## src/rtl/core/relemb_queue.sv

```systemverilog
// ----------------------------------------------------------------------------
// relemb_queue
// Short first-in first-out queue of words with a fill level output.
// ----------------------------------------------------------------------------
module relemb_queue #(
  parameter type         T     = logic,
  parameter int unsigned DEPTH = 4
) (
  input  logic                       clk,
  input  logic                       rst_n,
  input  logic                       push_valid,
  output logic                       push_ready,
  input  T                           push_data,
  output logic                       pop_valid,
  input  logic                       pop_ready,
  output T                           pop_data,
  output logic [$clog2(DEPTH+1)-1:0] level
);

  localparam int unsigned PW = (DEPTH > 1) ? $clog2(DEPTH) : 1;
  localparam int unsigned LW = $clog2(DEPTH+1);

  T                entry_r [DEPTH];
  logic [PW-1:0]   wr_ptr_r, wr_ptr_nxt;
  logic [PW-1:0]   rd_ptr_r, rd_ptr_nxt;
  logic [LW-1:0]   count_r, count_nxt;
  logic            do_push, do_pop;

  assign push_ready = (count_r != LW'(DEPTH));
  assign pop_valid  = (count_r != '0);
  assign pop_data   = entry_r[rd_ptr_r];
  assign level      = count_r;
  assign do_push    = push_valid && push_ready;
  assign do_pop     = pop_valid && pop_ready;

  always_comb begin
    wr_ptr_nxt = wr_ptr_r;
    rd_ptr_nxt = rd_ptr_r;
    count_nxt  = count_r;
    if (do_push) begin
      wr_ptr_nxt = (wr_ptr_r == PW'(DEPTH-1)) ? '0 : wr_ptr_r + 1'b1;
    end
    if (do_pop) begin
      rd_ptr_nxt = (rd_ptr_r == PW'(DEPTH-1)) ? '0 : rd_ptr_r + 1'b1;
    end
    if (do_push && !do_pop) begin
      count_nxt = count_r + 1'b1;
    end else if (do_pop && !do_push) begin
      count_nxt = count_r - 1'b1;
    end
  end

  always_ff @(posedge clk) begin
    if (!rst_n) begin
      wr_ptr_r <= '0;
      rd_ptr_r <= '0;
      count_r  <= '0;
    end else begin
      wr_ptr_r <= wr_ptr_nxt;
      rd_ptr_r <= rd_ptr_nxt;
      count_r  <= count_nxt;
    end
  end

  always_ff @(posedge clk) begin
    if (do_push) begin
      entry_r[wr_ptr_r] <= push_data;
    end
  end

endmodule

```

## config.mk

```make
export PLATFORM = sky130hd
export DESIGN_NAME = relemb_queue
export DESIGN_NICKNAME = d
export VERILOG_FILES = /design/src/rtl/core/relemb_queue.sv
export SDC_FILE = /design/constraint.sdc
export NUM_CORES = 1
export LEC_CHECK = 0
export BUFFER_PORTS_ARGS = -buffer_cell sky130_fd_sc_hd__buf_2
export CORE_MARGIN = 2
export CORE_UTILIZATION = 46
export DETAILED_ROUTE_END_ITERATION = 10
export GPL_TIMING_DRIVEN = 0
export MAX_ROUTING_LAYER = met4
export PLACE_DENSITY = 0.67
export SYNTH_ARGS = -nofsm -noshare
export SYNTH_HDL_FRONTEND = slang
export SYNTH_SLANG_ARGS = --single-unit
```

## constraint.sdc

```tcl
create_clock -name clk -period 3.3 [get_ports clk]
set_input_delay 0.66 -clock clk [delete_from_list [all_inputs] [get_ports clk]]
set_output_delay 0.66 -clock clk [all_outputs]
set_load 0.01 [all_outputs]
```

==> results of run 1 <==
-- layout make-up --
cell class | count | area share (%)
tap | 15 | 2.595
clock buffer | 4 | 3.633
sequential | 13 | 41.52
timing repair buffer | 10 | 6.920
buffer | 2 | 1.211
multi-input combinational | 38 | 42.56
inverter | 3 | 1.557
-- cell usage after synthesis --
library cell,count
a21boi_0,1
and2_1,1
and2_4,1
and3_2,4
clkbuf_1,1
clkbuf_2,1
dfxtp_1,9
edfxtp_1,4
fa_1,1
ha_1,6
inv_1,3
mux2i_1,2
mux4_2,1
nand2_1,5
nand3_1,2
nand4_1,1
nor2_1,2
nor2b_1,1
o21ai_0,4
o31ai_1,1
or3_2,2
or3b_1,1
xnor2_1,1
xor2_1,1
-- final timing paths --
check / startpoint / endpoint / slack (ns) / cells after the start
setup / recovery: level[0] / level[2] / 0.91 / 7
hold / removal: wr_ptr_r[1] / wr_ptr_r[1] / 0.50 / 2
setup reg to reg: level[0] / level[2] / 0.91 / 7
hold reg to reg: wr_ptr_r[1] / wr_ptr_r[1] / 0.50 / 2
-- per-layer routing --
metal	up-vias	wire length [µm]	GRT usage, %	part of all wire, %
li1	223	-	-	-
met5	-	0	-	0
met3	2	35	8.152	4.1
met1	192	418	16.39	49
met4	0	10	5.000	1.2
met2	6	388	21.09	46
-- through the flow --
step | total power, µW | setup WS [ns] | hold WS [ns] | cell area, µm² | utilization [%]
finish | 583.8 | 0.9067 | 0.5003 | 723.2 | 56.28
global route | 641.9 | 0.7351 | 0.5628 | 723.2 | 56.28
CTS | 594.3 | 0.8942 | 0.5063 | 723.2 | 56.28
detailed placement | 492.9 | 0.9011 | 0.4960 | 696.9 | 54.24
global placement | 490.6 | 0.8886 | 0.4897 | 696.9 | 54.24
floorplan | 425.3 | 1.032 | 0.4677 | 628.1 | -
-- cells by family after synthesis --
| family | after synthesis | synth area share, % |
|---|---|---|
| compound gates | 6 | 5.579 |
| xor+xnor | 2 | 2.789 |
| fa+ha+maj | 7 | 15.14 |
| buf+inv | 5 | 3.186 |
| flops | 13 | 47.81 |
| mux | 3 | 6.773 |
| simple gates | 20 | 18.73 |
-- tightest hold or removal path: cells and delay by family, from the launching register on --
family           cells  cell delay (ns)
muxes                1             0.05
and+or+nand+nor      1             0.06
DFF                  1             0.34
-- power breakdown --
| part | switching [µW] | internal (µW) | total [µW] |
|---|---|---|---|
| Combinational | 113 | 127 | 240 |
| Clock | 50.1 | 46.9 | 96.9 |
| Sequential | 40.1 | 207 | 247 |
==> impl_results.md, run 1 <==
* First-pass GRT wire length at 1455 µm
* Htree depth at 1
* Maximum VDD drop at 0.4931 mV
* Core Box Area at 1285 µm²
* CP arrival at 2.60 ns
* Max-cap violations at 0
* First-pass detailed-route iteration total at 3
* Crit path time final at 2.393 ns
* Hold Path Class: reg -> reg
* Number of synthesis warnings at 0
* Kind of critical path: reg -> reg
* Post-route clock period utilization at 72.52%
* DRC violation count after routing at 0
* CP max-delay cell: o31ai_1
* Yosys top cell area share at 28.69%
* Status: finished clean
* PortBufs at 10
* Post-Syn Area per Cell at 11.22 µm²
* Critical path, cell by cell: o31ai_1 -> ha_1 -> inv_1 -> fa_1 -> xor2_1 -> or3_2 -> a21boi_0
* Cts hold-fix bufs at 0
* Top-level port count at 11
* Setup TNS at 0 ns
* Critical path fanouts, max at 6
* Pwr dens at 807.2 nW/µm²
* Final hold vios at 0
* Slew headroom at 63.47%
* Largest delay share family, worst path: compound AO/OA/AOI/OAI gates
* Worst-skew pair later-pin latency at 0.27 ns
* Final ANT Viol Nets at 0
* Post-synthesis cell count at 56
* N_diodes at 0
* Area occupied by multi-input gates at 307.8 µm²
* FF+latch count, synth at 13
* Filler Cells Inserted at 119
* Slowest stage delay, CP at 0.53 ns
* Non-filler cells, final at 85
* Register area at 300.3 µm²
* DR WL/cell at 10.02 µm
* Worst-Margin Slew at 0.5434 ns
* Starting DRT DRC Count at 8
* Buf/Inv on CP at 1
* Detailed-route via count at 423
* Drt via density at 4.976
* TritonCTS buffer count at 3
* Num rows at 13
* Max Freq at 417.8 MHz
* Most frequent cells in the layout: buf_2 (10), dfxtp_1 (9), ha_1 (6)
* Clock sink total at 13
* Critical Path End Type: flip-flop
* Unique masters post-synth at 24
* Top cells by area, synth: dfxtp_1 (29%), edfxtp_1 (19%), ha_1 (12%)
* CP required at 3.50 ns
* Tot GR Track Use at 14.44%
* Post-CTS resize count at 0
* Die area at 1677 µm²
* Share of cells above drive strength 1 at 31.43%
* Die height at 40.95 µm
* LEAKAGE at 0.0003213 µW
* DIE WIDTH at 40.95 µm
* Area growth, synth to finish at 15.14%
* CTS tree: yes
* Commonest non-fill, non-tap cell in the layout: buf_2
* Largest net degree at the start of global routing at 11
* Drt total wl at 852 µm
* Layout Skew at 0.002650 ns
* Syn_nets at 68
* Setup violations, final at 0
* Dpl hpwl at 658.3 µm
* Dpl cells at 81
* Register area share after synthesis at 47.81%
* Post-CTS setup buffer count at 0
* Largest area contributor in the netlist: dfxtp_1
* RSZ-0062 raised after global routing: no
* Startpoint Class: flip-flop
* Clk buf depth at 2
* Fin. max-slew vios at 0
* Grt ovf at 0
* Post-Synthesis Cell Area at 628.1 µm²
* Initial core utilization at 48.88%
* Gpl congestion at 0.7547
* Reg clk slew, reported paths at 0.07 ns
* Number of global-route vias before repair at 366
* Fin nets at 83
* Initial antenna violation count at 0
* Clk Tree Root Cell: clkbuf_4
Note: power is estimated with default switching activity, not from simulation.
==> inputs of run 2 (changes only) <==
==> constraint.sdc (replaced) <==
create_clock -name clk -period 2.3 [get_ports clk]
set_input_delay 0.46 -clock clk [delete_from_list [all_inputs] [get_ports clk]]
set_output_delay 0.46 -clock clk [all_outputs]
set_load 0.01 [all_outputs]
==> run 2 against run 1 <==
Cell count decreased by 1.2%. Register-to-register slack got worse by 0.78 ns. Maximum frequency increased by 10%. Setup slack got worse by 0.78 ns. Combinational power increased by 50%. Sequential cell count unchanged. Global-route usage unchanged. Critical path type unchanged. Largest cell class unchanged.
==> impl_results.md, run 2 (synthesized netlist as in run 1, its figures left out) <==
* Largest net degree at the start of global routing at 11 (unchanged)
* Clock sink total at 13 (unchanged)
* R2R Path Start: level[2]
* Most frequent cells in the layout: buf_2 (10), dfxtp_1 (6), nand2_1 (5), ha_1 (5)
* DIE WIDTH at 40.95 µm (unchanged)
* LEAKAGE at 0.0003208 µW (-0.14%)
* Startpoint Class: flip-flop
* Core Box Area at 1285 µm² (unchanged)
* Grt ovf at 0 (unchanged)
* Die height at 40.95 µm (unchanged)
* PortBufs at 10 (unchanged)
* Largest delay share family, worst path: simple AND/OR/NAND/NOR gates
* Final hold vios at 0 (unchanged)
* Fin. max-slew vios at 0 (unchanged)
* Drt via density at 5.119 (+2.9%)
* Initial antenna violation count at 0 (unchanged)
* TritonCTS buffer count at 3 (unchanged)
* Slew headroom at 74.67% (+11 points)
* Detailed-route via count at 430 (+1.7%)
* Register area at 311.5 µm² (+3.8%)
* Worst hold endpoint: entry_r[3]
* RR Endpoint: level[2]
* Cts hold-fix bufs at 0 (unchanged)
* Starting DRT DRC Count at 5 (-3)
* Worst-Margin Slew at 0.3799 ns (-0.1634 ns)
* Maximum VDD drop at 0.8508 mV (+73%)
* Final ANT Viol Nets at 0 (unchanged)
* Clk Tree Root Cell: clkbuf_4
* First-pass GRT wire length at 1455 µm (unchanged)
* Layout Skew at 0.002985 ns (+0.0003346 ns)
* Critical Path End Type: flip-flop
* N_diodes at 0 (unchanged)
* Buf/Inv on CP at 1 (unchanged)
* DRC violation count after routing at 0 (unchanged)
* Tot GR Track Use at 14.44% (unchanged)
* Setup TNS at 0 ns (unchanged)
* Worst-skew pair later-pin latency at 0.27 ns (about the same)
* Htree depth at 1 (unchanged)
* Area growth, synth to finish at 19.12%
* CP max-delay cell: or3_2
* Hold Path Class: in -> reg
* Critical path, cell by cell: or3b_4 -> and2_4 -> ha_2 -> inv_1 -> fa_1 -> xor2_1 -> or3_2 -> a21boi_0
* Worst R2R Path Depth at 8 (+1)
* Kind of critical path: reg -> reg
* Top-level port count at 11 (unchanged)
* FF-to-FF setup slack at 0.13 ns (-0.78 ns)
* Filler Cells Inserted at 114 (-4.2%)
* Initial core utilization at 48.88% (unchanged)
* Reg clk slew, reported paths at 0.08 ns (about the same)
* Crit path time final at 2.173 ns (-0.2198 ns)
* Max-cap violations at 0 (unchanged)
* CTS tree: yes
* Dpl hpwl at 658.3 µm (unchanged)
* Post-CTS setup buffer count at 0 (unchanged)
* RSZ-0062 raised after global routing: no
* Slowest stage delay, CP at 0.40 ns (-0.13 ns)
* Number of global-route vias before repair at 366 (unchanged)
* Clk buf depth at 2 (unchanged)
* Max Freq at 460.1 MHz (+10%)
* Fin nets at 82 (-1.2%)
* Setup violations, final at 0 (unchanged)
* CP arrival at 2.37 ns (-0.23 ns)
* First-pass detailed-route iteration total at 3 (unchanged)
* Final hold slack at 0.3999 ns (-0.1004 ns)
* Status: finished clean
* Gpl congestion at 0.7547 (unchanged)
* Num rows at 13 (unchanged)
* Commonest non-fill, non-tap cell in the layout: buf_2
* Depth of the worst hold-timing path at 1 (-1)
* Post-route clock period utilization at 94.50% (+22 points)
* Share of cells above drive strength 1 at 39.13% (+7.7 points)
* CP required at 2.50 ns (-1.00 ns)
* DR WL/cell at 10.25 µm (+2.3%)
* Worst hold start: push_data
* Pwr dens at 1177 nW/µm² (+46%)
* Area occupied by multi-input gates at 326.6 µm² (+6.1%)
* Die area at 1677 µm² (unchanged)
* Critical path fanouts, max at 7 (+1)
* Drt total wl at 861 µm (+1.1%)
[run 2: how the worst max path moves through the flow]
stage	endpoint	startpoint	slack (ns)	cells after the start
finish	level[2]	level[2]	0.13	8
global route	level[2]	level[2]	0.03	8
CTS	level[2]	level[2]	0.03	9
detailed placement	level[2]	level[0]	-0.08	7
global placement	level[2]	level[0]	-0.11	7
floorplan	level[2]	level[0]	0.03	9
[run 2: layer usage]
| layer | vias to the layer above | track usage (%) | share of wire (%) |
|---|---|---|---|
| met1 | 201 | 16.39 | 48 |
| met5 | - | - | 0 |
| met3 | 2 | 8.152 | 3.9 |
| met2 | 6 | 21.09 | 47 |
| met4 | 0 | 5.000 | 1.2 |
| li1 | 221 | - | - |
[run 2: layout make-up]
type                            instances  area share [%]
Tap cell                               15           2.508
Sequential cell                        13           41.64
Inverter                                3           1.505
Timing Repair Buffer                   10           6.689
Multi-Input combinational cell         38           43.65
Clock buffer                            4           3.512
Buffer                                  1          0.5017
[run 2: stage by stage]
step / util [%] / setup slack (ns) / cell area [µm²] / power, µW / std cells
4_1_cts: 56.86 / 0.02573 / 730.7 / 864.0 / 85
3_5_place_dp: 54.24 / -0.08126 / 696.9 / 707.1 / 81
2_1_floorplan: - / 0.03233 / 628.1 / 610.2 / 56
6_report: 58.23 / 0.1265 / 748.2 / 880.7 / 84
3_3_place_gp: 54.24 / -0.1050 / 696.9 / 703.8 / 81
5_1_grt: 58.23 / 0.02586 / 748.2 / 964.4 / 84
[run 2: power breakdown]
part | internal, µW | switching, µW | leakage, µW
logic | 197 | 162 | 0.000193
registers | 312 | 71.9 | 0.000113
clock network | 67.2 | 70.2 | 0.0000150
[run 2: what timing repair did]
| action | CTS | global route |
|---|---|---|
| endpoints found under the hold margin | 0 | 0 |
| gates resized for setup | 3 | 7 |
| gates cloned | 0 | 0 |
| setup endpoints to repair | 1 | 1 |
