## config.mk

```make
export PLATFORM = sky130hd
export DESIGN_NAME = relemb_front
export DESIGN_NICKNAME = d
export VERILOG_FILES = /design/src/rtl/core/relemb_pkg.sv /design/src/rtl/core/relemb_front.sv
export SDC_FILE = /design/constraint.sdc
export NUM_CORES = 1
export LEC_CHECK = 0
export BUFFER_PORTS_ARGS = -buffer_cell sky130_fd_sc_hd__buf_2
export CORE_ASPECT_RATIO = 2
export CORE_UTILIZATION = 61
export CTS_BUF_LIST = sky130_fd_sc_hd__clkbuf_8
export DETAILED_ROUTE_END_ITERATION = 8
export PLACE_DENSITY = 0.95
export SLEW_MARGIN = 20
export SYNTH_ARGS = -nofsm -noshare
export SYNTH_HDL_FRONTEND = slang
export SYNTH_SLANG_ARGS = --single-unit
```

## constraint.sdc

```tcl
create_clock -name clk -period 12 [get_ports clk]
set_input_delay 0.6 -clock clk [delete_from_list [all_inputs] [get_ports clk]]
set_output_delay 0.6 -clock clk [all_outputs]
set_load 0.02 [all_outputs]
```

## src/rtl/core/relemb_pkg.sv

```systemverilog
// ----------------------------------------------------------------------------
// relemb_pkg
// Shared types, constants and helper functions of the relief emboss filter.
// ----------------------------------------------------------------------------
package relemb_pkg;

  // Configuration register indexes.
  localparam int unsigned CFG_IDX_W  = 2;
  localparam int unsigned CFG_DATA_W = 12;

  typedef enum logic [CFG_IDX_W-1:0] {
    CFG_FRAME_WIDTH  = 2'd0,
    CFG_FRAME_HEIGHT = 2'd1,
    CFG_STRENGTH     = 2'd2
  } cfg_reg_t;

  localparam int unsigned RESET_WIDTH    = 640;
  localparam int unsigned RESET_HEIGHT   = 480;
  localparam int unsigned RESET_STRENGTH = 1;

  // Defaults for the frame store size and the largest size that the
  // position fields of a job can carry.
  localparam int unsigned DEF_MAX_WIDTH  = 2048;
  localparam int unsigned DEF_MAX_HEIGHT = 2048;
  localparam int unsigned DIM_LIMIT      = 8192;
  localparam int unsigned POS_W          = $clog2(DIM_LIMIT);

  localparam int unsigned OUT_POS_W = 11;
  localparam int unsigned CHAN_W    = 8;
  localparam int unsigned PIX_W     = 3 * CHAN_W;

  localparam int unsigned JOB_QUEUE_DEPTH = 4;
  localparam int unsigned OUT_QUEUE_DEPTH = 4;

  typedef struct packed {
    logic              frame_start;
    logic [CHAN_W-1:0] red_in;
    logic [CHAN_W-1:0] green_in;
    logic [CHAN_W-1:0] blue_in;
  } in_word_t;

  typedef struct packed {
    logic [OUT_POS_W-1:0] out_col;
    logic [OUT_POS_W-1:0] out_row;
    logic [CHAN_W-1:0]    red_out;
    logic [CHAN_W-1:0]    green_out;
    logic [CHAN_W-1:0]    blue_out;
    logic                 last_of_run;
    logic                 frame_end;
  } out_word_t;

  // One classified pixel, handed from the front end to the back end.
  typedef struct packed {
    logic [PIX_W-1:0] px;
    logic [POS_W-1:0] col;
    logic [1:0]       wr_slot;
    logic [POS_W-1:0] x0;
    logic [1:0]       nx;
    logic [POS_W-1:0] y0;
    logic [1:0]       ny;
    logic [1:0]       y0_slot;
  } job_t;

  function automatic logic [1:0] slot_inc(logic [1:0] s);
    logic [1:0] r;
    case (s)
      2'd0:    r = 2'd1;
      2'd1:    r = 2'd2;
      default: r = 2'd0;
    endcase
    return r;
  endfunction

  function automatic logic [POS_W:0] clamp_size(logic [CFG_DATA_W-1:0] v, int unsigned hi);
    logic [POS_W:0] r;
    if (v < CFG_DATA_W'(3)) begin
      r = (POS_W+1)'(3);
    end else if (32'(v) > hi) begin
      r = (POS_W+1)'(hi);
    end else begin
      r = (POS_W+1)'(v);
    end
    return r;
  endfunction

  // Centre plus bias minus offset, limited to the channel range. The sum
  // never exceeds 510, so bit 9 set can only mean a negative result.
  function automatic logic [CHAN_W-1:0] relief_chan(logic [CHAN_W-1:0] c,
                                                    logic [CHAN_W-1:0] o,
                                                    logic [CHAN_W-1:0] b);
    logic [9:0]        s;
    logic [CHAN_W-1:0] r;
    s = {2'b00, c} + {2'b00, b} - {2'b00, o};
    if (s[9]) begin
      r = '0;
    end else if (s[8]) begin
      r = '1;
    end else begin
      r = s[7:0];
    end
    return r;
  endfunction

endpackage

```

## src/rtl/core/relemb_front.sv

```systemverilog
// ----------------------------------------------------------------------------
// relemb_front
// Tracks the raster position of incoming pixels and works out which interior
// positions each pixel completes as their offset pixel.
// ----------------------------------------------------------------------------
module relemb_front #(
  parameter int unsigned MAX_WIDTH  = relemb_pkg::DEF_MAX_WIDTH,
  parameter int unsigned MAX_HEIGHT = relemb_pkg::DEF_MAX_HEIGHT
) (
  input  logic                             clk,
  input  logic                             rst_n,
  input  logic                             in_valid,
  input  relemb_pkg::in_word_t             in_data,
  input  logic                             job_ready,
  output logic                             job_valid,
  output relemb_pkg::job_t                 job,
  input  logic [$clog2(MAX_WIDTH+1)-1:0]   frame_w,
  input  logic [$clog2(MAX_HEIGHT+1)-1:0]  frame_h
);

  localparam int unsigned CW    = $clog2(MAX_WIDTH);
  localparam int unsigned RW    = $clog2(MAX_HEIGHT);
  localparam int unsigned POS_W = relemb_pkg::POS_W;

  logic [CW-1:0] col_r;
  logic [RW-1:0] row_r;
  logic [1:0]    slot_r;
  logic [CW:0]   col_a, col_p1, w_e, col_nxt;
  logic [RW:0]   row_a, row_p1, h_e, row_nxt;
  logic [1:0]    slot_a, slot_nxt;
  logic          accept;

  assign accept    = in_valid && job_ready;
  assign job_valid = in_valid;
  assign w_e       = (CW+1)'(frame_w);
  assign h_e       = (RW+1)'(frame_h);

  // Position of the pixel now offered, after a frame start and after any
  // wrap left by a size that was reprogrammed smaller.
  always_comb begin
    col_a  = {1'b0, col_r};
    row_a  = {1'b0, row_r};
    slot_a = slot_r;
    if (in_data.frame_start) begin
      col_a  = '0;
      row_a  = '0;
      slot_a = '0;
    end
    if (col_a >= w_e) begin
      col_a  = '0;
      row_a  = row_a + 1'b1;
      slot_a = relemb_pkg::slot_inc(slot_a);
    end
    if (row_a >= h_e) begin
      row_a  = '0;
      slot_a = '0;
    end
  end

  assign col_p1 = col_a + 1'b1;
  assign row_p1 = row_a + 1'b1;

  // Centres that this pixel completes. Inside the frame it is the pixel two
  // up and two left; the last column and row also finish the second-last.
  always_comb begin
    job         = '0;
    job.px      = {in_data.red_in, in_data.green_in, in_data.blue_in};
    job.col     = POS_W'(col_a);
    job.wr_slot = slot_a;
    if (col_p1 < w_e) begin
      if (col_a >= (CW+1)'(3)) begin
        job.nx = 2'd1;
        job.x0 = POS_W'(col_a - (CW+1)'(2));
      end
    end else if (w_e >= (CW+1)'(4)) begin
      job.nx = 2'd2;
      job.x0 = POS_W'(w_e - (CW+1)'(3));
    end else begin
      job.nx = 2'd1;
      job.x0 = POS_W'(w_e - (CW+1)'(2));
    end
    if (row_p1 < h_e) begin
      if (row_a >= (RW+1)'(3)) begin
        job.ny      = 2'd1;
        job.y0      = POS_W'(row_a - (RW+1)'(2));
        job.y0_slot = relemb_pkg::slot_inc(slot_a);
      end
    end else if (h_e >= (RW+1)'(4)) begin
      job.ny      = 2'd2;
      job.y0      = POS_W'(h_e - (RW+1)'(3));
      job.y0_slot = relemb_pkg::slot_inc(slot_a);
    end else begin
      job.ny      = 2'd1;
      job.y0      = POS_W'(h_e - (RW+1)'(2));
      job.y0_slot = relemb_pkg::slot_inc(relemb_pkg::slot_inc(slot_a));
    end
  end

  always_comb begin
    col_nxt  = col_p1;
    row_nxt  = row_a;
    slot_nxt = slot_a;
    if (col_p1 >= w_e) begin
      col_nxt  = '0;
      row_nxt  = row_p1;
      slot_nxt = relemb_pkg::slot_inc(slot_a);
      if (row_p1 >= h_e) begin
        row_nxt  = '0;
        slot_nxt = '0;
      end
    end
  end

  always_ff @(posedge clk) begin
    if (!rst_n) begin
      col_r  <= '0;
      row_r  <= '0;
      slot_r <= '0;
    end else if (accept) begin
      col_r  <= col_nxt[CW-1:0];
      row_r  <= row_nxt[RW-1:0];
      slot_r <= slot_nxt;
    end
  end

  a_slot_range: assert property (@(posedge clk) disable iff (!rst_n)
    slot_r != 2'd3)
    else $error("line slot left the range of three rows");

  a_frame_restart: assert property (@(posedge clk) disable iff (!rst_n)
    (accept && in_data.frame_start) |=> (col_r == CW'(1) && row_r == '0 && slot_r == '0))
    else $error("frame start did not restart the raster position");

endmodule

```

==> flow_metrics.tcl, run 1 <==
set metrics [dict create \
    synth_cell_types 70 \
    cts_sinks 24 \
    grt_max_degree 32 \
    clockBufferDepth 2 \
    synth_top_family_by_area "compound AO/OA/AOI/OAI gates" \
    numCtsBuffers 3 \
    overflow 4 \
    synthTopCellsByArea "ha_1, dfxtp_1, xnor2_1, nand2_1, nor2_1" \
    grt_pass1_vias 5909 \
    lastStage "global routing (5_1_grt)" \
    yosysTopAreaCell "ha_1" \
    cts_root_buf "clkbuf_8" \
    synth_compound_area_share_pct 27.2 \
    ys.warnings.count 0 \
    die_w_um 65.4 \
    synth-simple-area-share_pct 25.8 \
    status "aborted with a tool error" \
    seq_area_frac_synth_pct 9.80 \
    postCtsSetupRepairBufs 0 \
    error_line "[ERROR GRT-0116] Global routing finished with congestion. Check the congestion regions in the DRC Viewer." \
    synthXorXnorAreaFrac_pct 8.75 \
    async_reset_ff_share_pct 0 \
    avgSynthCellArea_um2 6.99 \
    grt_pass1_wl_mm 28.8 \
    synth_edf_count 0 \
    dieHeight_um 129 \
    synth_ff_type "dfxtp_1" \
    ctsResizeCount 0 \
    num_io_pins 125 \
    syn_area_um2 4900 \
    cts-htree-levels 1 \
    synth.area.mux_share_pct 2.14 \
    ys_seq_elements 24 \
    netlist_instances 702 \
    initial_core_util_pct 63.6 \
    yosysTopAreaCellShare_pct 15.8 \
    gp_congestion 1.05 \
    rows 45 \
    port_buffers 74 \
    synthAdderAreaFrac_pct 15.8 \
    cts_hold_buffers 0 \
    grt_use_total_pct 43.5 \
    place_hpwl_mm 13.3 \
]
==> metrics by stage <==
stage / hold slack [ps] / worst slack (ps) / instances / instance area [um^2]
after floorplan: 454 / 3940 / 703 / 4910
after global placement: 487 / 2670 / 821 / 5130
after detailed placement: 501 / 2300 / 821 / 5130
after CTS: 513 / 2280 / 824 / 5180
==> synthesized netlist by cell type (4+ instances only) <==
cell and instances:
ha_1 62, nand2_1 61, nor2_1 59, inv_1 49, a21oi_1 42, xnor2_1 38
o21ai_0 34, nor3_1 29, buf_4 27, clkbuf_1 27, dfxtp_1 24, nand3_1 21
o22ai_1 19, a21o_1 17, nand4_1 15, nor2b_1 13, a211oi_1 12, xor2_1 11
a31oi_1 9, nand2b_1 9, a22oi_1 8, and2_1 6, mux2i_1 6, nor4_1 6
a32oi_1 5, and3_1 5, nand3b_1 5, o211ai_1 5, o21a_1 5, o31ai_1 5
mux2_2 4, or3_1 4
==> cell families after synthesis <==
family                   after synthesis
flip-flops                            24
AO/OA/AOI/OAI                        197
buffers and inverters                108
XOR/XNOR                              49
multiplexers                          10
adder cells (fa/ha/maj)               62
other                                  1
AND/OR/NAND/NOR                      251
==> routing by layer <==
metal / track usage [%] / overflow
met5: 0 / 0
met4: 44.0 / 2
met3: 15.2 / 0
met2: 72.0 / 2
met1: 38.9 / 0
==> run 2, diff against run 1 <==
--- a/config.mk
+++ b/config.mk
@@ -6,11 +6,9 @@
 export NUM_CORES = 1
 export LEC_CHECK = 0
 export BUFFER_PORTS_ARGS = -buffer_cell sky130_fd_sc_hd__buf_2
-export CORE_ASPECT_RATIO = 2
-export CORE_UTILIZATION = 61
-export CTS_BUF_LIST = sky130_fd_sc_hd__clkbuf_8
+export CORE_UTILIZATION = 40
 export DETAILED_ROUTE_END_ITERATION = 8
-export PLACE_DENSITY = 0.95
+export PLACE_DENSITY_LB_ADDON = 0.15
 export SLEW_MARGIN = 20
 export SYNTH_ARGS = -nofsm -noshare
 export SYNTH_HDL_FRONTEND = slang
==> flow_metrics.tcl, run 2 <==
set metrics [dict create \
    cts-htree-levels 1 \
    clockBufferDepth 2 \
    clk_transition_reported_paths_ps 70 \
    max_stage_delay_ps 670 \
    hold_class "flop to flop" \
    status "finished, final reports clean" \
    yosysMostFrequentCell "ha_1" \
    top_regs "col_r (11), row_r (11), slot_r (2)" \
    dieHeight_um 113 \
    cp-startpoint "in_data[24]" \
    first_iter_violations 432 \
    synth_ff_type "dfxtp_1" \
    die_area_um2 12700 \
    multi_input_area_um2 3930 \
    drcViolationCount 0 \
    dp_slack_ps 2480 \
    antenna_found_initial 0 \
    layout_commonest_cell "buf_2" \
    worst-path-buf-inv 6 \
    cts_tree "yes" \
    layout_min_cycle_time_ps 9360 \
    worst-path-max-fanout 24 \
    cts_sinks 24 \
    finClkSkew_ps 5.72 \
    min_period_over_period_pct 78.0 \
    fillers 1219 \
    cp-end-kind "primary output" \
    synth-simple-area-share_pct 25.8 \
    slew_headroom_pct 35.7 \
    place_hpwl_mm 12.9 \
    drtAntennaViolNets 0 \
    crit_type "primary input to primary output" \
    drtPass1Iterations 7 \
    area_growth_pct 8.34 \
    synth_top_family_by_area "compound AO/OA/AOI/OAI gates" \
    gp_congestion 0.993 \
    synthTopCellsByArea "ha_1, dfxtp_1, xnor2_1, nand2_1, nor2_1" \
    worst_pin_slew_ps 962 \
    nets 849 \
    hold_viol 0 \
    cts_root_buf "clkbuf_16" \
    slew_viol_final 0 \
    grt_max_degree 27 \
    via_per_inst 6.19 \
    port_buffers 74 \
    syn_area_um2 4900 \
    crit_required_ps 11400 \
    layout-drive-gt1-share_pct 15.1 \
    cp_top_family "simple AND/OR/NAND/NOR gates" \
    crit_cells 31 \
    netlist_instances 702 \
    ys.warnings.count 0 \
    ir_worst_vdd_uv 48.9 \
    power_density_nw_per_um2 56.7 \
    core_area_um2 12000 \
    yosysTopAreaCell "ha_1" \
    clock_latency_ps 270 \
    reg2reg_depth 26 \
    async_reset_ff_share_pct 0 \
    synth.area.mux_share_pct 2.14 \
    final_cell_mix "buf_2, ha_1, nand2_1" \
    critPathLaunchType "primary input" \
    critical_path.most_common_cell "ha_1" \
    overflow 0 \
    seq_area_frac_synth_pct 9.80 \
    grt_pass1_wl_mm 26.1 \
    crit_path_end "job[8]" \
    die_w_um 113 \
    synthXorXnorAreaFrac_pct 8.75 \
    r2r_end "slot_r[0]" \
    setup_ws_ps 2640 \
    postCtsSetupRepairBufs 0 \
    n_antenna_cell 0 \
    cts_hold_buffers 0 \
    grt_use_total_pct 25.5 \
    cp.arrival_ps 8760 \
    ff_latch_area_um2 480 \
    synth_compound_area_share_pct 27.2 \
    numCtsBuffers 3 \
    power_leakage_nw 2.67 \
    grt_pass1_vias 5168 \
    ctsResizeCount 0 \
    tns_ps 0 \
    ys_seq_elements 24 \
    crit_slowest_cell "nor2_1" \
    finalWirelength_mm 16.3 \
    synthAdderAreaFrac_pct 15.8 \
    r2r-start "col_r[5]" \
    num_io_pins 125 \
    avgSynthCellArea_um2 6.99 \
    synth_edf_count 0 \
    maxCapViolCount 0 \
    initial_core_util_pct 41.0 \
    yosysTopAreaCellShare_pct 15.8 \
    setup_violations 0 \
    fmax_mhz 107 \
    yosys-top-cells-count "ha_1, nand2_1, nor2_1" \
    rsz0062_at_grt "no" \
    rows 40 \
    synth_cell_types 70 \
    num_vias 5446 \
    routedWlPerCell_um 18.5 \
    reg2reg_slack_ps 4080 \
]
run 2: cell counts after synthesis:
Identical to the previous run, type by type.
run 2: area by class of cell:
| cell class | instances | area share, % |
|---|---|---|
| multi-input combinational | 571 | 74.0 |
| sequential | 24 | 9.04 |
| timing repair buffer | 83 | 8.24 |
| inverter | 51 | 3.60 |
| tap | 147 | 3.46 |
| clock buffer | 4 | 1.67 |
run 2: metrics by stage:
step	instances	area (um^2)	hold slack [ps]	total power, mW	util (%)
global route	880	5310	547	0.317	44.4
floorplan	703	4910	454	0.186	-
global placement	875	5210	499	0.212	43.6
detailed placement	875	5220	507	0.214	43.6
CTS	879	5310	519	0.300	44.4
finish	880	5310	525	0.301	44.4
run 2: how the worst min path moves through the flow:
| stage | from | end | slack, ps | depth (start not counted) |
|---|---|---|---|---|
| after floorplan | col_r[1] | col_r[1] | 450 | 2 |
| after global placement | col_r[0] | col_r[0] | 500 | 2 |
| after detailed placement | row_r[1] | row_r[1] | 510 | 2 |
| after CTS | row_r[1] | row_r[1] | 520 | 2 |
| after global routing | row_r[1] | row_r[1] | 550 | 2 |
| final | row_r[1] | row_r[1] | 520 | 2 |
run 2: logic make-up after synthesis:
| group | Yosys count |
|---|---|
| simple gates | 251 |
| compound gates | 197 |
| buf+inv | 108 |
| fa+ha+maj | 62 |
| xor+xnor | 49 |
| flops | 24 |
| mux | 10 |
| other cells | 1 |
run 2: routing by layer:
metal	up-vias	track usage [%]	wire [um]
met4	0	12.9	601
met1	2538	30.3	6840
met2	262	44.5	7720
li1	2590	-	-
met3	56	3.86	1120
met5	-	0	0
run 2: power by group:
part	switching (mW)	internal, mW	total [mW]	leakage (nW)
sequential	0.00377	0.0825	0.0863	0.196
clock	0.0347	0.0513	0.0860	0.0442
combinational	0.0821	0.0469	0.129	2.43
run 2: worst register-to-register path, delay by kind of cell (launching register included):
family | cells | cell delay (ps)
multiplexers | 1 | 420
adder cells (fa/ha/maj) | 4 | 1300
buffers and inverters | 2 | 260
AO/OA/AOI/OAI | 12 | 3250
flip-flops | 1 | 450
XOR/XNOR | 1 | 180
AND/OR/NAND/NOR | 6 | 1960
Note: power is estimated with default switching activity, not from simulation.
==> run 3, diff against run 2 <==
--- a/config.mk
+++ b/config.mk
@@ -5,6 +5,7 @@
 export SDC_FILE = /design/constraint.sdc
 export NUM_CORES = 1
 export LEC_CHECK = 0
+export ABC_AREA = 1
 export BUFFER_PORTS_ARGS = -buffer_cell sky130_fd_sc_hd__buf_2
 export CORE_UTILIZATION = 40
 export DETAILED_ROUTE_END_ITERATION = 8
==> constraint.sdc (replaced) <==
create_clock -name clk -period 7.6 [get_ports clk]
set_input_delay 0.38 -clock clk [delete_from_list [all_inputs] [get_ports clk]]
set_output_delay 0.38 -clock clk [all_outputs]
set_load 0.02 [all_outputs]
==> flow_metrics.tcl, run 3 <==
set metrics [dict create \
    finish.utilization_pct 44.5 \
    die_w_um 116 \
    num_vias 5597 \
    cts-htree-levels 1 \
    finClkSkew_ps 2.43 \
    power_mw 0.436 \
    slew_headroom_pct 37.7 \
    layout-drive-gt1-share_pct 17.4 \
    cp.arrival_ps 6530 \
    cts_tree "yes" \
    reg2reg_slack_ps 1300 \
    synth_cell_types 55 \
    yosysTopAreaCell "nand2_1" \
    clockBufferDepth 2 \
    fmax_mhz 145 \
    overflow 0 \
    crit_required_ps 7220 \
    cts_hold_buffers 0 \
    slew_viol_final 0 \
    layout_min_cycle_time_ps 6910 \
    ys.warnings.count 0 \
    critical_path.most_common_cell "nand2_1" \
    place_hpwl_mm 13.8 \
    layout_commonest_cell "nand2_1" \
    synth_edf_count 0 \
    dp_cells 1089 \
    gp_congestion 0.922 \
    num_io_pins 125 \
    synthTopCellsByArea "nand2_1, ha_1, dfxtp_1, inv_1, nor2_1" \
    grt_max_degree 24 \
    drcViolationCount 0 \
    clk_transition_reported_paths_ps 70 \
    synth_ff_type "dfxtp_1" \
    drtAntennaViolNets 0 \
    avgSynthCellArea_um2 5.95 \
    tns_ps 0 \
    final_cells 1093 \
    seq_area_frac_synth_pct 9.16 \
    top_regs "col_r (11), row_r (11), slot_r (2)" \
    nets 1037 \
    syn_area_um2 5240 \
    rsz0062_at_grt "no" \
    async_reset_ff_share_pct 0 \
    antenna_found_initial 0 \
    n_antenna_cell 0 \
    numCtsBuffers 3 \
    cp-end-kind "primary output" \
    rows 41 \
    crit_slowest_cell "ha_1" \
    cts_root_buf "clkbuf_16" \
    cts_sinks 24 \
    drtPass1Iterations 5 \
    core_area_um2 12700 \
    yosysTopAreaCellShare_pct 15.5 \
    hold_viol 0 \
    clock_latency_ps 270 \
    setup_violations 0 \
    netlist_instances 881 \
    worst_pin_slew_ps 932 \
    ir_worst_vdd_uv 70.1 \
    final_cell_mix "nand2_1, inv_1, nor2_1" \
    worst-path-max-fanout 19 \
    yosysMostFrequentCell "nand2_1" \
    grt_pass1_vias 5172 \
    area_growth_pct 7.99 \
    grt_pass1_wl_mm 26.1 \
    status "finished, final reports clean" \
    die_area_um2 13600 \
    power_density_nw_per_um2 76.9 \
    postCtsSetupRepairBufs 0 \
    power_leakage_nw 3.11 \
    grt_use_total_pct 24.9 \
    yosys-top-cells-count "nand2_1, inv_1, nor2_1" \
    port_buffers 74 \
    via_per_inst 5.12 \
    ctsResizeCount 0 \
    maxCapViolCount 0 \
    finalWirelength_mm 16.4 \
    hold_class "primary input to flop" \
    routedWlPerCell_um 15.0 \
    ys_seq_elements 24 \
    critPathLaunchType "primary input" \
    crit_type "primary input to primary output" \
    min_period_over_period_pct 90.9 \
    initial_core_util_pct 41.2 \
    dieHeight_um 116 \
    first_iter_violations 369 \
    max_stage_delay_ps 300 \
]
-- run 3: changes by cell type after synthesis, moves of 16 or more --
cell | before | now
a21o_1 | 17 | 0
a21oi_1 | 42 | 58
clkbuf_1 | 27 | 5
inv_1 | 49 | 120
nand2_1 | 61 | 217
nand3_1 | 21 | 62
nor2_1 | 59 | 84
nor3_1 | 29 | 11
xnor2_1 | 38 | 5
-- run 3: final cells by class --
type | count | area [um^2]
repair buffers | 78 | 403
clock buffers | 4 | 88.8
flip-flops and latches | 24 | 480
fillers | 1477 | 7060
well taps | 172 | 215
multi-input cells | 679 | 3960
inverters | 136 | 517
-- run 3: logic make-up after synthesis --
group | count (synthesis) | synth area share (%)
AND/OR/NAND/NOR | 449 | 40.6
buffers and inverters | 179 | 15.9
AO/OA/AOI/OAI | 138 | 14.7
adder cells (fa/ha/maj) | 62 | 14.8
XOR/XNOR | 28 | 4.82
flip-flops | 24 | 9.16
other | 1 | 0.0715
-- run 3: final timing paths --
check / from / end / cells after the start
min reg2reg: col_r[9] / col_r[9] / 2
max: in_data[24] / job[5] / 45
min: rst_n / row_r[1] / 3
max reg2reg: col_r[6] / row_r[8] / 43
-- run 3: layer usage --
layer / routed length, um / up-vias / GRT usage, %
met3: 570 / 21 / 1.76
met4: 412 / 0 / 9.06
li1: - / 2903 / -
met5: 0 / - / 0
met2: 7990 / 151 / 45.2
met1: 7420 / 2522 / 30.6
-- run 3: per-stage QoR --
step	worst slack [ps]	hold slack [ps]	area, um^2
finish	694	443	5660
CTS	160	442	5640
global placement	237	457	5550
global route	55.3	479	5660
detailed placement	166	457	5550
floorplan	1420	445	5250
-- run 3: power by group --
part | internal, mW | switching (mW) | total [mW]
Clock | 0.0808 | 0.0514 | 0.132
Combinational | 0.0533 | 0.118 | 0.172
Sequential | 0.129 | 0.00264 | 0.132
-- run 3: critical path, delay by kind of cell --
kind	cells	cell delay, ps
and+or+nand+nor	30	3410
buffers and inverters	11	1620
adders and majority gates	4	1110
==> run 4, diff against run 3 <==
--- a/config.mk
+++ b/config.mk
@@ -7,8 +7,10 @@
 export LEC_CHECK = 0
 export ABC_AREA = 1
 export BUFFER_PORTS_ARGS = -buffer_cell sky130_fd_sc_hd__buf_2
+export CORE_MARGIN = 2
 export CORE_UTILIZATION = 40
 export DETAILED_ROUTE_END_ITERATION = 8
+export GPL_TIMING_DRIVEN = 0
 export PLACE_DENSITY_LB_ADDON = 0.15
 export SLEW_MARGIN = 20
 export SYNTH_ARGS = -nofsm -noshare
==> flow_metrics.tcl, run 4 (synthesized netlist as in run 3, its figures left out) <==
set metrics [dict create \
    hold_viol 0 \
    clock_latency_ps 260 \
    finClkSkew_ps 6.18 \
    via_per_inst 4.96 \
    first_iter_violations 301 \
    grt_pass1_wl_mm 25.2 \
    drtAntennaViolNets 0 \
    crit_required_ps 7220 \
    max_stage_delay_ps 310 \
    critical_path.most_common_cell "nand2_1" \
    cts-htree-levels 1 \
    hold_class "primary input to flop" \
    layout_commonest_cell "nand2_1" \
    grt_max_degree 13 \
    crit_slowest_cell "ha_1" \
    layout-drive-gt1-share_pct 22.3 \
    grt_use_total_pct 21.5 \
    clk_transition_reported_paths_ps 60 \
    layout_min_cycle_time_ps 7010 \
    area_growth_pct 15.9 \
    dieHeight_um 118 \
    setup_ws_ps 590 \
    ir_worst_vdd_uv 64.5 \
    slew_headroom_pct 63.5 \
    min_period_over_period_pct 92.2 \
    dp_slack_ps 33.5 \
    status "finished, final reports clean" \
    drcViolationCount 0 \
    port_buffers 97 \
    slew_viol_final 0 \
    cts_sinks 24 \
    overflow 0 \
    cts_tree "yes" \
    worst-path-max-fanout 10 \
    routedWlPerCell_um 13.3 \
    final_cell_mix "nand2_1, inv_1, buf_2" \
    numCtsBuffers 3 \
    rsz0062_at_grt "no" \
    n_antenna_cell 0 \
    die_w_um 118 \
    critPathLaunchType "primary input" \
    tns_ps 0 \
    clockBufferDepth 2 \
    power_density_nw_per_um2 73.1 \
    core_area_um2 12700 \
    place_hpwl_mm 13.2 \
    num_io_pins 125 \
    cp-end-kind "primary output" \
    top_regs "col_r (11), row_r (11), slot_r (2)" \
    antenna_found_initial 0 \
    fmax_mhz 143 \
    cp.arrival_ps 6630 \
    drtPass1Iterations 5 \
    num_vias 5734 \
    grt_pass1_vias 5404 \
    power_mw 0.444 \
    worst_pin_slew_ps 548 \
    setup_violations 0 \
    dp_cells 1151 \
    final_cells 1156 \
    crit_type "primary input to primary output" \
    rows 41 \
    finalWirelength_mm 15.3 \
    cts_root_buf "clkbuf_16" \
    gp_congestion 0.895 \
    power_leakage_nw 3.38 \
    initial_core_util_pct 41.2 \
    hold_ws_ps 452 \
    die_area_um2 14000 \
    maxCapViolCount 0 \
    nets 1101 \
    fillers 1443 \
]
## run 4: changes by cell type in the layout (fill, tap and decap cells not counted), sizes merged
cell,change
buf,+60
clkbuf,+3
## run 4: path summary, 6_finish.rpt
path / startpoint / depth (start not counted) / to / slack [ps]
worst min-delay path: rst_n / 3 / col_r[10] / 450
worst min register to register: col_r[3] / 2 / col_r[3] / 460
worst max register to register: col_r[10] / 40 / row_r[7] / 1350
worst max-delay path: in_data[24] / 44 / job[4] / 590
## run 4: timing repair
item / in CTS / in global routing
buffers inserted: 0 / 2
hold buffers: 0 / 0
endpoints found under the setup margin: 1 / 17
resized for setup: 1 / 9
## run 4: worst max-delay path: cells and delay by family
family,cells,cell delay [ps]
AO/OA/AOI/OAI,4,550
adder cells (fa/ha/maj),4,1110
AND/OR/NAND/NOR,23,2940
buffers and inverters,13,1630
## run 4: through the flow
step                      area, um^2  utilization [%]
after floorplan                 5250                -
after global placement          5950             46.8
after detailed placement        5950             46.8
after CTS                       6030             47.4
after global routing            6080             47.8
final                           6080             47.8
## run 4: area by class of cell
type	instances	area [um^2]	area share, %
multi-input cells	679	3970	65.3
inverters	136	517	8.50
repair buffers	99	500	8.24
flip-flops and latches	24	480	7.91
plain buffers	43	318	5.23
well taps	172	215	3.54
clock buffers	3	75.1	1.24
## run 4: routing by layer
metal  up-vias  part of all wire, %  GRT usage (%)
li1       3033                    -              -
met1      2537                   46           26.7
met2       149                   48           39.9
met3        15                  3.8           1.59
met4         0                  1.7           5.58
met5         -                    0              0
## run 4: power breakdown
| group | total (mW) | internal [mW] | leakage, nW | switching, mW |
|---|---|---|---|---|
| Sequential | 0.131 | 0.129 | 0.195 | 0.00207 |
| Combinational | 0.197 | 0.0693 | 3.14 | 0.128 |
| Clock | 0.116 | 0.0698 | 0.0370 | 0.0461 |
